## src/rtl/core/rccs_pkg.sv

```systemverilog
// Shared types and constants for the raw channel clip statistics block.
package rccs_pkg;

  // Fixed widths of the record fields
  localparam int NUM_CH       = 4;
  localparam int CH_W         = 2;
  localparam int SAMPLE_W     = 16;
  localparam int SUM_W        = 48;
  localparam int COUNT_OUT_W  = 32;
  localparam int CLIP_W       = 17;
  localparam int CFG_INDEX_W  = 4;

  // Parameter defaults
  localparam int DEF_SAMPLE_BITS = 16;
  localparam int DEF_COUNT_BITS  = 32;

  // Clip level after reset: above every sample, so nothing counts
  localparam logic [CLIP_W-1:0] CLIP_RESET = 17'h10000;

  // CFA channel codes
  localparam logic [CH_W-1:0] CH_RED       = 2'd0;
  localparam logic [CH_W-1:0] CH_GREEN     = 2'd1;
  localparam logic [CH_W-1:0] CH_BLUE      = 2'd2;
  localparam logic [CH_W-1:0] CH_GREEN_TWO = 2'd3;
  localparam logic [CH_W-1:0] CH_LAST      = CH_GREEN_TWO;

  // Configuration register indexes
  localparam logic [CFG_INDEX_W-1:0] CFG_CLIP_RED       = 4'd0;
  localparam logic [CFG_INDEX_W-1:0] CFG_CLIP_GREEN     = 4'd1;
  localparam logic [CFG_INDEX_W-1:0] CFG_CLIP_BLUE      = 4'd2;
  localparam logic [CFG_INDEX_W-1:0] CFG_CLIP_GREEN_TWO = 4'd3;

  // One per-channel statistics record
  typedef struct packed {
    logic [SUM_W-1:0]       sum;
    logic [COUNT_OUT_W-1:0] count;
    logic [SAMPLE_W-1:0]    peak;
    logic [COUNT_OUT_W-1:0] clipped;
  } rec_t;

endpackage

```

## src/rtl/core/raw_channel_clip_stats.sv

```systemverilog
// Top level of the raw channel clip statistics block.
//
//   channel  | direction | handshake            | payload
//   ---------+-----------+----------------------+--------------------------------------
//   in       | in        | in_valid / in_stall  | sample, channel, final_sample
//   out      | out       | out_valid / out_stall| channel_id, sample_sum, sample_count,
//            |           |                      | peak_value, clipped_count, last_record
//   cfg      | in        | cfg_valid / cfg_ready| cfg_index, cfg_data
//
// One sample per cycle unless stalled: a sample is held in the input register, then its
// accumulator update lands. A final sample loads four records into the record buffer;
// they leave one per cycle while out_stall is low, the first once the buffer is loaded
// from the input register. Samples keep flowing while records drain; the input stalls
// only when a second final sample reaches the update stage before the buffer has sent
// its last record. Reset clears the accumulators, the buffer state and sets all clip
// levels to 65536. cfg_ready is always high.
module raw_channel_clip_stats
  import rccs_pkg::*;
#(
  parameter int SAMPLE_BITS = DEF_SAMPLE_BITS,
  parameter int COUNT_BITS  = DEF_COUNT_BITS
) (
  input  logic                   clk,
  input  logic                   rst,
  input  logic                   in_valid,
  output logic                   in_stall,
  input  logic [SAMPLE_W-1:0]    sample,
  input  logic [CH_W-1:0]        channel,
  input  logic                   final_sample,
  output logic                   out_valid,
  input  logic                   out_stall,
  output logic [CH_W-1:0]        channel_id,
  output logic [SUM_W-1:0]       sample_sum,
  output logic [COUNT_OUT_W-1:0] sample_count,
  output logic [SAMPLE_W-1:0]    peak_value,
  output logic [COUNT_OUT_W-1:0] clipped_count,
  output logic                   last_record,
  input  logic                   cfg_valid,
  output logic                   cfg_ready,
  input  logic [CFG_INDEX_W-1:0] cfg_index,
  input  logic [CLIP_W-1:0]      cfg_data
);

  logic [CLIP_W-1:0]      clip_level [NUM_CH];
  logic                   stage_valid;
  logic [SAMPLE_BITS-1:0] stage_sample;
  logic [CH_W-1:0]        stage_channel;
  logic                   stage_final;
  logic                   proceed;
  logic                   in_xfer;
  logic                   drain_free;
  rec_t                   snap [NUM_CH];

  assign cfg_ready = 1'b1;

  // Configuration writes; indexes beyond the list are dropped
  always_ff @(posedge clk) begin
    if (rst) begin
      for (int k = 0; k < NUM_CH; k++) begin
        clip_level[k] <= CLIP_RESET;
      end
    end else if (cfg_valid && cfg_ready) begin
      unique case (cfg_index)
        CFG_CLIP_RED:       clip_level[0] <= cfg_data;
        CFG_CLIP_GREEN:     clip_level[1] <= cfg_data;
        CFG_CLIP_BLUE:      clip_level[2] <= cfg_data;
        CFG_CLIP_GREEN_TWO: clip_level[3] <= cfg_data;
        default: ;
      endcase
    end
  end

  // Input stage handshake: a final sample waits for a free record buffer
  assign proceed  = stage_valid && (!stage_final || drain_free);
  assign in_stall = stage_valid && !proceed;
  assign in_xfer  = in_valid && !in_stall;

  // Input register control
  always_ff @(posedge clk) begin
    if (rst) begin
      stage_valid <= 1'b0;
    end else if (in_xfer) begin
      stage_valid <= 1'b1;
    end else if (proceed) begin
      stage_valid <= 1'b0;
    end
  end

  // Input register payload
  always_ff @(posedge clk) begin
    if (in_xfer) begin
      stage_sample  <= sample[SAMPLE_BITS-1:0];
      stage_channel <= channel;
      stage_final   <= final_sample;
    end
  end

  rccs_accum #(
    .SAMPLE_BITS(SAMPLE_BITS),
    .COUNT_BITS (COUNT_BITS)
  ) u_accum (
    .clk        (clk),
    .rst        (rst),
    .upd_valid  (proceed),
    .upd_sample (stage_sample),
    .upd_channel(stage_channel),
    .upd_final  (stage_final),
    .clip_level (clip_level),
    .snap       (snap)
  );

  rccs_drain u_drain (
    .clk          (clk),
    .rst          (rst),
    .load         (proceed && stage_final),
    .snap         (snap),
    .free         (drain_free),
    .out_valid    (out_valid),
    .out_stall    (out_stall),
    .channel_id   (channel_id),
    .sample_sum   (sample_sum),
    .sample_count (sample_count),
    .peak_value   (peak_value),
    .clipped_count(clipped_count),
    .last_record  (last_record)
  );

  // Input stalls only while records are waiting to leave
  a_stall_needs_records: assert property (@(posedge clk) disable iff (rst)
    in_stall |-> out_valid)
    else $error("input stalled with no records pending");

  // A run's records restart at red after the last one leaves
  a_run_restarts_red: assert property (@(posedge clk) disable iff (rst)
    out_valid && !out_stall && last_record |=> !out_valid || channel_id == CH_RED)
    else $error("record sequence did not restart at red");

  // Records appear only after a final sample was processed
  a_records_from_final: assert property (@(posedge clk) disable iff (rst)
    !out_valid ##1 out_valid |-> $past(proceed && stage_final))
    else $error("records appeared without a final sample");

  // Records advance one channel per transfer
  a_channel_steps: assert property (@(posedge clk) disable iff (rst)
    out_valid && !out_stall && !last_record |=> out_valid
      && channel_id == $past(channel_id) + CH_W'(1))
    else $error("record channel did not advance by one");

endmodule

```

## src/rtl/core/rccs_accum.sv

```systemverilog
// Per-channel accumulators: saturating sum, count, peak and clip count.
module rccs_accum
  import rccs_pkg::*;
#(
  parameter int SAMPLE_BITS = DEF_SAMPLE_BITS,
  parameter int COUNT_BITS  = DEF_COUNT_BITS
) (
  input  logic                   clk,
  input  logic                   rst,
  input  logic                   upd_valid,
  input  logic [SAMPLE_BITS-1:0] upd_sample,
  input  logic [CH_W-1:0]        upd_channel,
  input  logic                   upd_final,
  input  logic [CLIP_W-1:0]      clip_level [NUM_CH],
  output rec_t                   snap [NUM_CH]
);

  localparam int CNT_W = (COUNT_BITS > COUNT_OUT_W) ? COUNT_OUT_W : COUNT_BITS;

  logic [SUM_W-1:0]       sum_acc   [NUM_CH];
  logic [CNT_W-1:0]       count_acc [NUM_CH];
  logic [SAMPLE_BITS-1:0] peak_acc  [NUM_CH];
  logic [CNT_W-1:0]       clip_acc  [NUM_CH];

  logic [SUM_W-1:0]       sum_next   [NUM_CH];
  logic [CNT_W-1:0]       count_next [NUM_CH];
  logic [SAMPLE_BITS-1:0] peak_next  [NUM_CH];
  logic [CNT_W-1:0]       clip_next  [NUM_CH];

  logic [SUM_W:0]  sum_wide [NUM_CH];
  logic            hit      [NUM_CH];
  logic            is_clip  [NUM_CH];

  // Update the addressed channel; others hold
  always_comb begin
    for (int k = 0; k < NUM_CH; k++) begin
      hit[k]      = upd_channel == CH_W'(k);
      is_clip[k]  = CLIP_W'(upd_sample) >= clip_level[k];
      sum_wide[k] = (SUM_W+1)'(sum_acc[k]) + (SUM_W+1)'(upd_sample);
      sum_next[k]   = sum_acc[k];
      count_next[k] = count_acc[k];
      peak_next[k]  = peak_acc[k];
      clip_next[k]  = clip_acc[k];
      if (hit[k]) begin
        sum_next[k] = sum_wide[k][SUM_W] ? {SUM_W{1'b1}} : sum_wide[k][SUM_W-1:0];
        if (!(&count_acc[k])) begin
          count_next[k] = count_acc[k] + CNT_W'(1);
        end
        if (upd_sample > peak_acc[k]) begin
          peak_next[k] = upd_sample;
        end
        if (is_clip[k] && !(&clip_acc[k])) begin
          clip_next[k] = clip_acc[k] + CNT_W'(1);
        end
      end
      snap[k].sum     = sum_next[k];
      snap[k].count   = COUNT_OUT_W'(count_next[k]);
      snap[k].peak    = SAMPLE_W'(peak_next[k]);
      snap[k].clipped = COUNT_OUT_W'(clip_next[k]);
    end
  end

  // Advance accumulators; clear after the final sample of a run
  always_ff @(posedge clk) begin
    if (rst) begin
      for (int k = 0; k < NUM_CH; k++) begin
        sum_acc[k]   <= '0;
        count_acc[k] <= '0;
        peak_acc[k]  <= '0;
        clip_acc[k]  <= '0;
      end
    end else if (upd_valid) begin
      for (int k = 0; k < NUM_CH; k++) begin
        if (upd_final) begin
          sum_acc[k]   <= '0;
          count_acc[k] <= '0;
          peak_acc[k]  <= '0;
          clip_acc[k]  <= '0;
        end else begin
          sum_acc[k]   <= sum_next[k];
          count_acc[k] <= count_next[k];
          peak_acc[k]  <= peak_next[k];
          clip_acc[k]  <= clip_next[k];
        end
      end
    end
  end

endmodule

```

## src/rtl/core/rccs_drain.sv

```systemverilog
// Record buffer that holds one run's four records and sends them in order.
module rccs_drain
  import rccs_pkg::*;
(
  input  logic                   clk,
  input  logic                   rst,
  input  logic                   load,
  input  rec_t                   snap [NUM_CH],
  output logic                   free,
  output logic                   out_valid,
  input  logic                   out_stall,
  output logic [CH_W-1:0]        channel_id,
  output logic [SUM_W-1:0]       sample_sum,
  output logic [COUNT_OUT_W-1:0] sample_count,
  output logic [SAMPLE_W-1:0]    peak_value,
  output logic [COUNT_OUT_W-1:0] clipped_count,
  output logic                   last_record
);

  rec_t            rec_buf [NUM_CH];
  logic            busy;
  logic [CH_W-1:0] idx;
  logic            done;

  // Last record leaves this cycle
  assign done = busy && !out_stall && (idx == CH_LAST);
  assign free = !busy || done;

  // Drive the current record
  assign out_valid     = busy;
  assign channel_id    = idx;
  assign sample_sum    = rec_buf[idx].sum;
  assign sample_count  = rec_buf[idx].count;
  assign peak_value    = rec_buf[idx].peak;
  assign clipped_count = rec_buf[idx].clipped;
  assign last_record   = idx == CH_LAST;

  // Load a new run or advance through the records
  always_ff @(posedge clk) begin
    if (rst) begin
      busy <= 1'b0;
      idx  <= CH_RED;
    end else if (load) begin
      busy <= 1'b1;
      idx  <= CH_RED;
    end else if (busy && !out_stall) begin
      if (idx == CH_LAST) begin
        busy <= 1'b0;
        idx  <= CH_RED;
      end else begin
        idx <= idx + CH_W'(1);
      end
    end
  end

  // Payload storage
  always_ff @(posedge clk) begin
    if (load) begin
      rec_buf <= snap;
    end
  end

endmodule
```

## config.mk

```make
export PLATFORM = sky130hd
export DESIGN_NAME = raw_channel_clip_stats
export DESIGN_NICKNAME = d
export VERILOG_FILES = /design/src/rtl/core/rccs_pkg.sv /design/src/rtl/core/raw_channel_clip_stats.sv /design/src/rtl/core/rccs_accum.sv /design/src/rtl/core/rccs_drain.sv
export SDC_FILE = /design/constraint.sdc
export NUM_CORES = 2
export LEC_CHECK = 0
export BUFFER_PORTS_ARGS = -buffer_cell sky130_fd_sc_hd__buf_2
export CELL_PAD_IN_SITES_DETAIL_PLACEMENT = 0
export CELL_PAD_IN_SITES_GLOBAL_PLACEMENT = 1
export CORE_MARGIN = 5
export CORE_UTILIZATION = 52
export DETAILED_ROUTE_END_ITERATION = 6
export PLACE_DENSITY = 0.77
export SYNTH_ARGS = -nofsm -noshare
export SYNTH_HDL_FRONTEND = slang
export SYNTH_SLANG_ARGS = --single-unit
```

## constraint.sdc

```tcl
create_clock -name clk -period 35.3 [get_ports clk]
set_clock_uncertainty 0.1 [all_clocks]
set_input_delay 5.295 -clock clk [delete_from_list [all_inputs] [get_ports clk]]
set_output_delay 5.295 -clock clk [all_outputs]
set_load 0.005 [all_outputs]
```

==> results by group <==
Detailed routing
  – Vias: 37.0k
  – Post-route ant nets: 0
  – DRT Pass-1 Iters: 5
  – Drt drc: 0
  – Routed WL: ~140000 um
  – Drt wl/cell: between 20 and 25 um
  – Routed vias/inst: 5.88
  – 1st-iter DRT viols: about 3.2k

Timing
  – Setup violators final: 0
  – Final period util: 32.9%
  – Setup TNS: 0 ns
  – F_max: 86.0 MHz
  – Final Hold Vio Count: 0
  – Tightest Pin Transition: roughly 1.3 ns
  – Fin crit period: ~12 ns
  – Hold Slack: about 0.35 ns
  – RSZ-0062 raised after global routing: false
  – Max-slew headroom: 15.7%
  – Pins Over Slew Limit: 0

Logic synthesis
  – Yosys warnings: 0
  – Asr flop ratio synth: 0%
  – Synth cell types: 90
  – Syn Nets: just under 5k
  – Sequential share of the synthesized area: between 50% and 60%
  – Synth Area per Inst: around 12 sq um
  – Number of enable flip-flop cells after synthesis: between 1k and 1.5k
  – Cells after Synth: roughly 4.6k
  – Main synth FF type: edfxtp_1
  – Synthesis-stage register bit count: around 1.1k
  – Mapped Area: approximately 57000 sq um

Worst setup path
  – Critical path's slowest cell: nor2_1
  – Crit-path max FO: 3
  – Max stage delay on crit path: 0.42 ns
  – CP Launch Type: input pin
  – Data arrival, critical path: between 6 and 7 ns
  – Most frequent cell on the critical path: buf_2
  – CP required: 29.91 ns
  – CP Cell Sequence: buf_2 > o21ai_0 > nor2_1 > buf_2
  – Worst path top cell family by delay: simple AND/OR/NAND/NOR gates
  – Critical path class: input pin to primary output
  – CP Capture Type: primary output
  – Crit path buf inv count: 2

Power
  – Leak pwr: ~23 nW
  – Maximum vdd ir drop: 0.0440 mV
  – PD cells: slightly below 50 nW/um^2

Die
  – Core area: around 110000 sq um
  – IO Count: roughly 180
  – Die span in y: approximately 340 um
  – Die ar.: between 100000 and 150000 sq um
  – Die width: approximately 340 um
  – Initial cell density of the core: a little over half
  – Rows: about 120

Clock tree
  – CTS tree: yes
  – Clk_lat worst skew: 0.71 ns
  – Clock Pin Slew Worst Setup and Hold Paths: roughly 0.06 ns
  – CTS Hold Bufs: 0
  – CTS Buf Count: 117
  – Root Buffer: clkbuf_16
  – Setup Buffers After CTS: 0
  – Sink Count: around 1.1k
  – H-Tree Depth: 3
  – PostCTS Resize Cnt: 0
  – Longest Clk Path Bufs: 3

Placement
  – DP HPWL: 94100 um
  – RePlAce Congestion: about 0.86
  – Port bufs: about 180
  – Placed insts: between 6k and 7k

Finish
  – Fin cells: about 6.3k
  – Fillers: between 8k and 9k
  – Final Util: about three fifths
  – P&R area growth vs syn: 11.3%
  – Final #Nets: a little over 5k
  – Diode count: 0
  – Ratio of cells with drive above 1 in the final layout: 14.0%

Status
  – Run status: finished, final reports clean

GRT
  – Total GRT Usage: between 20% and 30%
  – Vias in the first global route: 36.0k
  – First-pass GRT wire length: 216000 um
  – Antenna violations before repair: 4
  – Largest net degree at the start of global routing: 190
  – Global route overflow: 0

Run
  – Max_cap viols: 0

Hold path
  – Hold Crit Class: register to register
==> worst paths after layout <==
check / depth (start not counted) / slack [ns] / start / to
setup / recovery: 4 / 23.67 / out_stall / in_stall
hold reg to reg: 2 / 0.35 / clip_level[4] / clip_level[4]
setup reg to reg: 8 / 29.88 / u_drain.channel_id[1] / u_drain.rec_buf[436]
hold / removal: 2 / 0.35 / clip_level[4] / clip_level[4]
==> metal layers <==
metal	vias to the layer above	wire length, um	global-route usage (%)
li1	17500	-	-
met1	18300	64100	35.1
met2	1059	64400	37.3
met3	189	9190	3.52
met4	2	4080	7.53
met5	-	11	0
==> worst register-to-register path, delay by kind of cell, from the launching register on <==
family | cells | cell delay, ns
and+or+nand+nor | 1 | 0.11
AOI/OAI and AO/OA | 1 | 0.22
adders and majority gates | 1 | 0.34
buffers and inverters | 5 | 3.62
DFF | 1 | 0.62
==> synthesized netlist by cell type (55+ instances only) <==
cell | instances | area share (%)
a21oi_1 | 239 | 2.1
and2_1 | 437 | 4.8
and3_1 | 97 | 1.1
clkbuf_1 | 133 | 0.87
dfxtp_1 | 72 | 2.5
edfxtp_1 | 1043 | 55
ha_1 | 201 | 4.4
inv_1 | 170 | 1.1
mux2_2 | 87 | 1.7
mux2i_1 | 55 | 0.96
mux4_2 | 128 | 5.1
nand2_1 | 398 | 2.6
nand3_1 | 152 | 1.3
nand4_1 | 120 | 1.3
nor2_1 | 269 | 1.8
nor3_1 | 79 | 0.69
o21ai_0 | 66 | 0.58
xnor2_1 | 209 | 3.2
xor2_1 | 151 | 2.3
==> where the power goes <==
group	internal [W]	switching [W]	leakage, nW
clock network	0.000742	0.000519	1.92
registers	0.00152	0.0000419	11.0
logic	0.0000997	0.000162	10.3
total	0.00236	0.000723	23.2
==> layout by cell type, fill, tap and decap left out, drive strengths merged, types with 152 or more instances in the layout <==
master / synthesis / final
ha: 201 / 201
edfxtp: 1043 / 1043
nand2: 398 / 398
nand3: 152 / 152
nor2: 269 / 269
inv: 171 / 175
buf: 40 / 237
and2: 438 / 438
a21oi: 239 / 239
xnor2: 210 / 210
==> final cells by class <==
type	count	area (sq um)	share of cell area (%)
repair buffers	237	1370	2.16
well taps	1414	1770	2.79
clock inverters	70	757	1.19
flip-flops and latches	1115	32800	51.6
clock buffers	145	3160	4.98
inverters	171	642	1.01
multi-input cells	3139	23000	36.3
==> logic make-up (layout without fill, tap and decap cells) <==
logic type / count (synthesis) / after routing / synth area share, %
other cells: 1 / 1 / 0.00657
flops: 1115 / 1115 / 57.4
simple gates: 1739 / 1739 / 16.1
buf+inv: 344 / 623 / 2.31
mux: 271 / 271 / 7.75
xor+xnor: 361 / 361 / 5.55
fa+ha+maj: 205 / 205 / 4.55
compound gates: 562 / 562 / 6.36
==> metrics by stage <==
step	worst slack [ns]	total power [W]	instance area, sq um
after detailed placement	23.64	0.00184	59600
after CTS	23.64	0.00311	63500
after floorplan	6.99	0.00178	57100
after global placement	23.65	0.00184	59600
after global routing	23.59	0.00320	63500
final	23.67	0.00308	63500
==> state kept, by name, indices dropped and copies added (netlist names), 2 cells and up <==
register,flops
u_drain.rec_buf,512
u_accum.sum_acc,192
u_accum.clip_acc,128
u_accum.count_acc,128
clip_level,68
u_accum.peak_acc,64
stage_sample,16
stage_channel,2
u_drain.channel_id,2
Note: power is estimated with default switching activity, not from simulation.
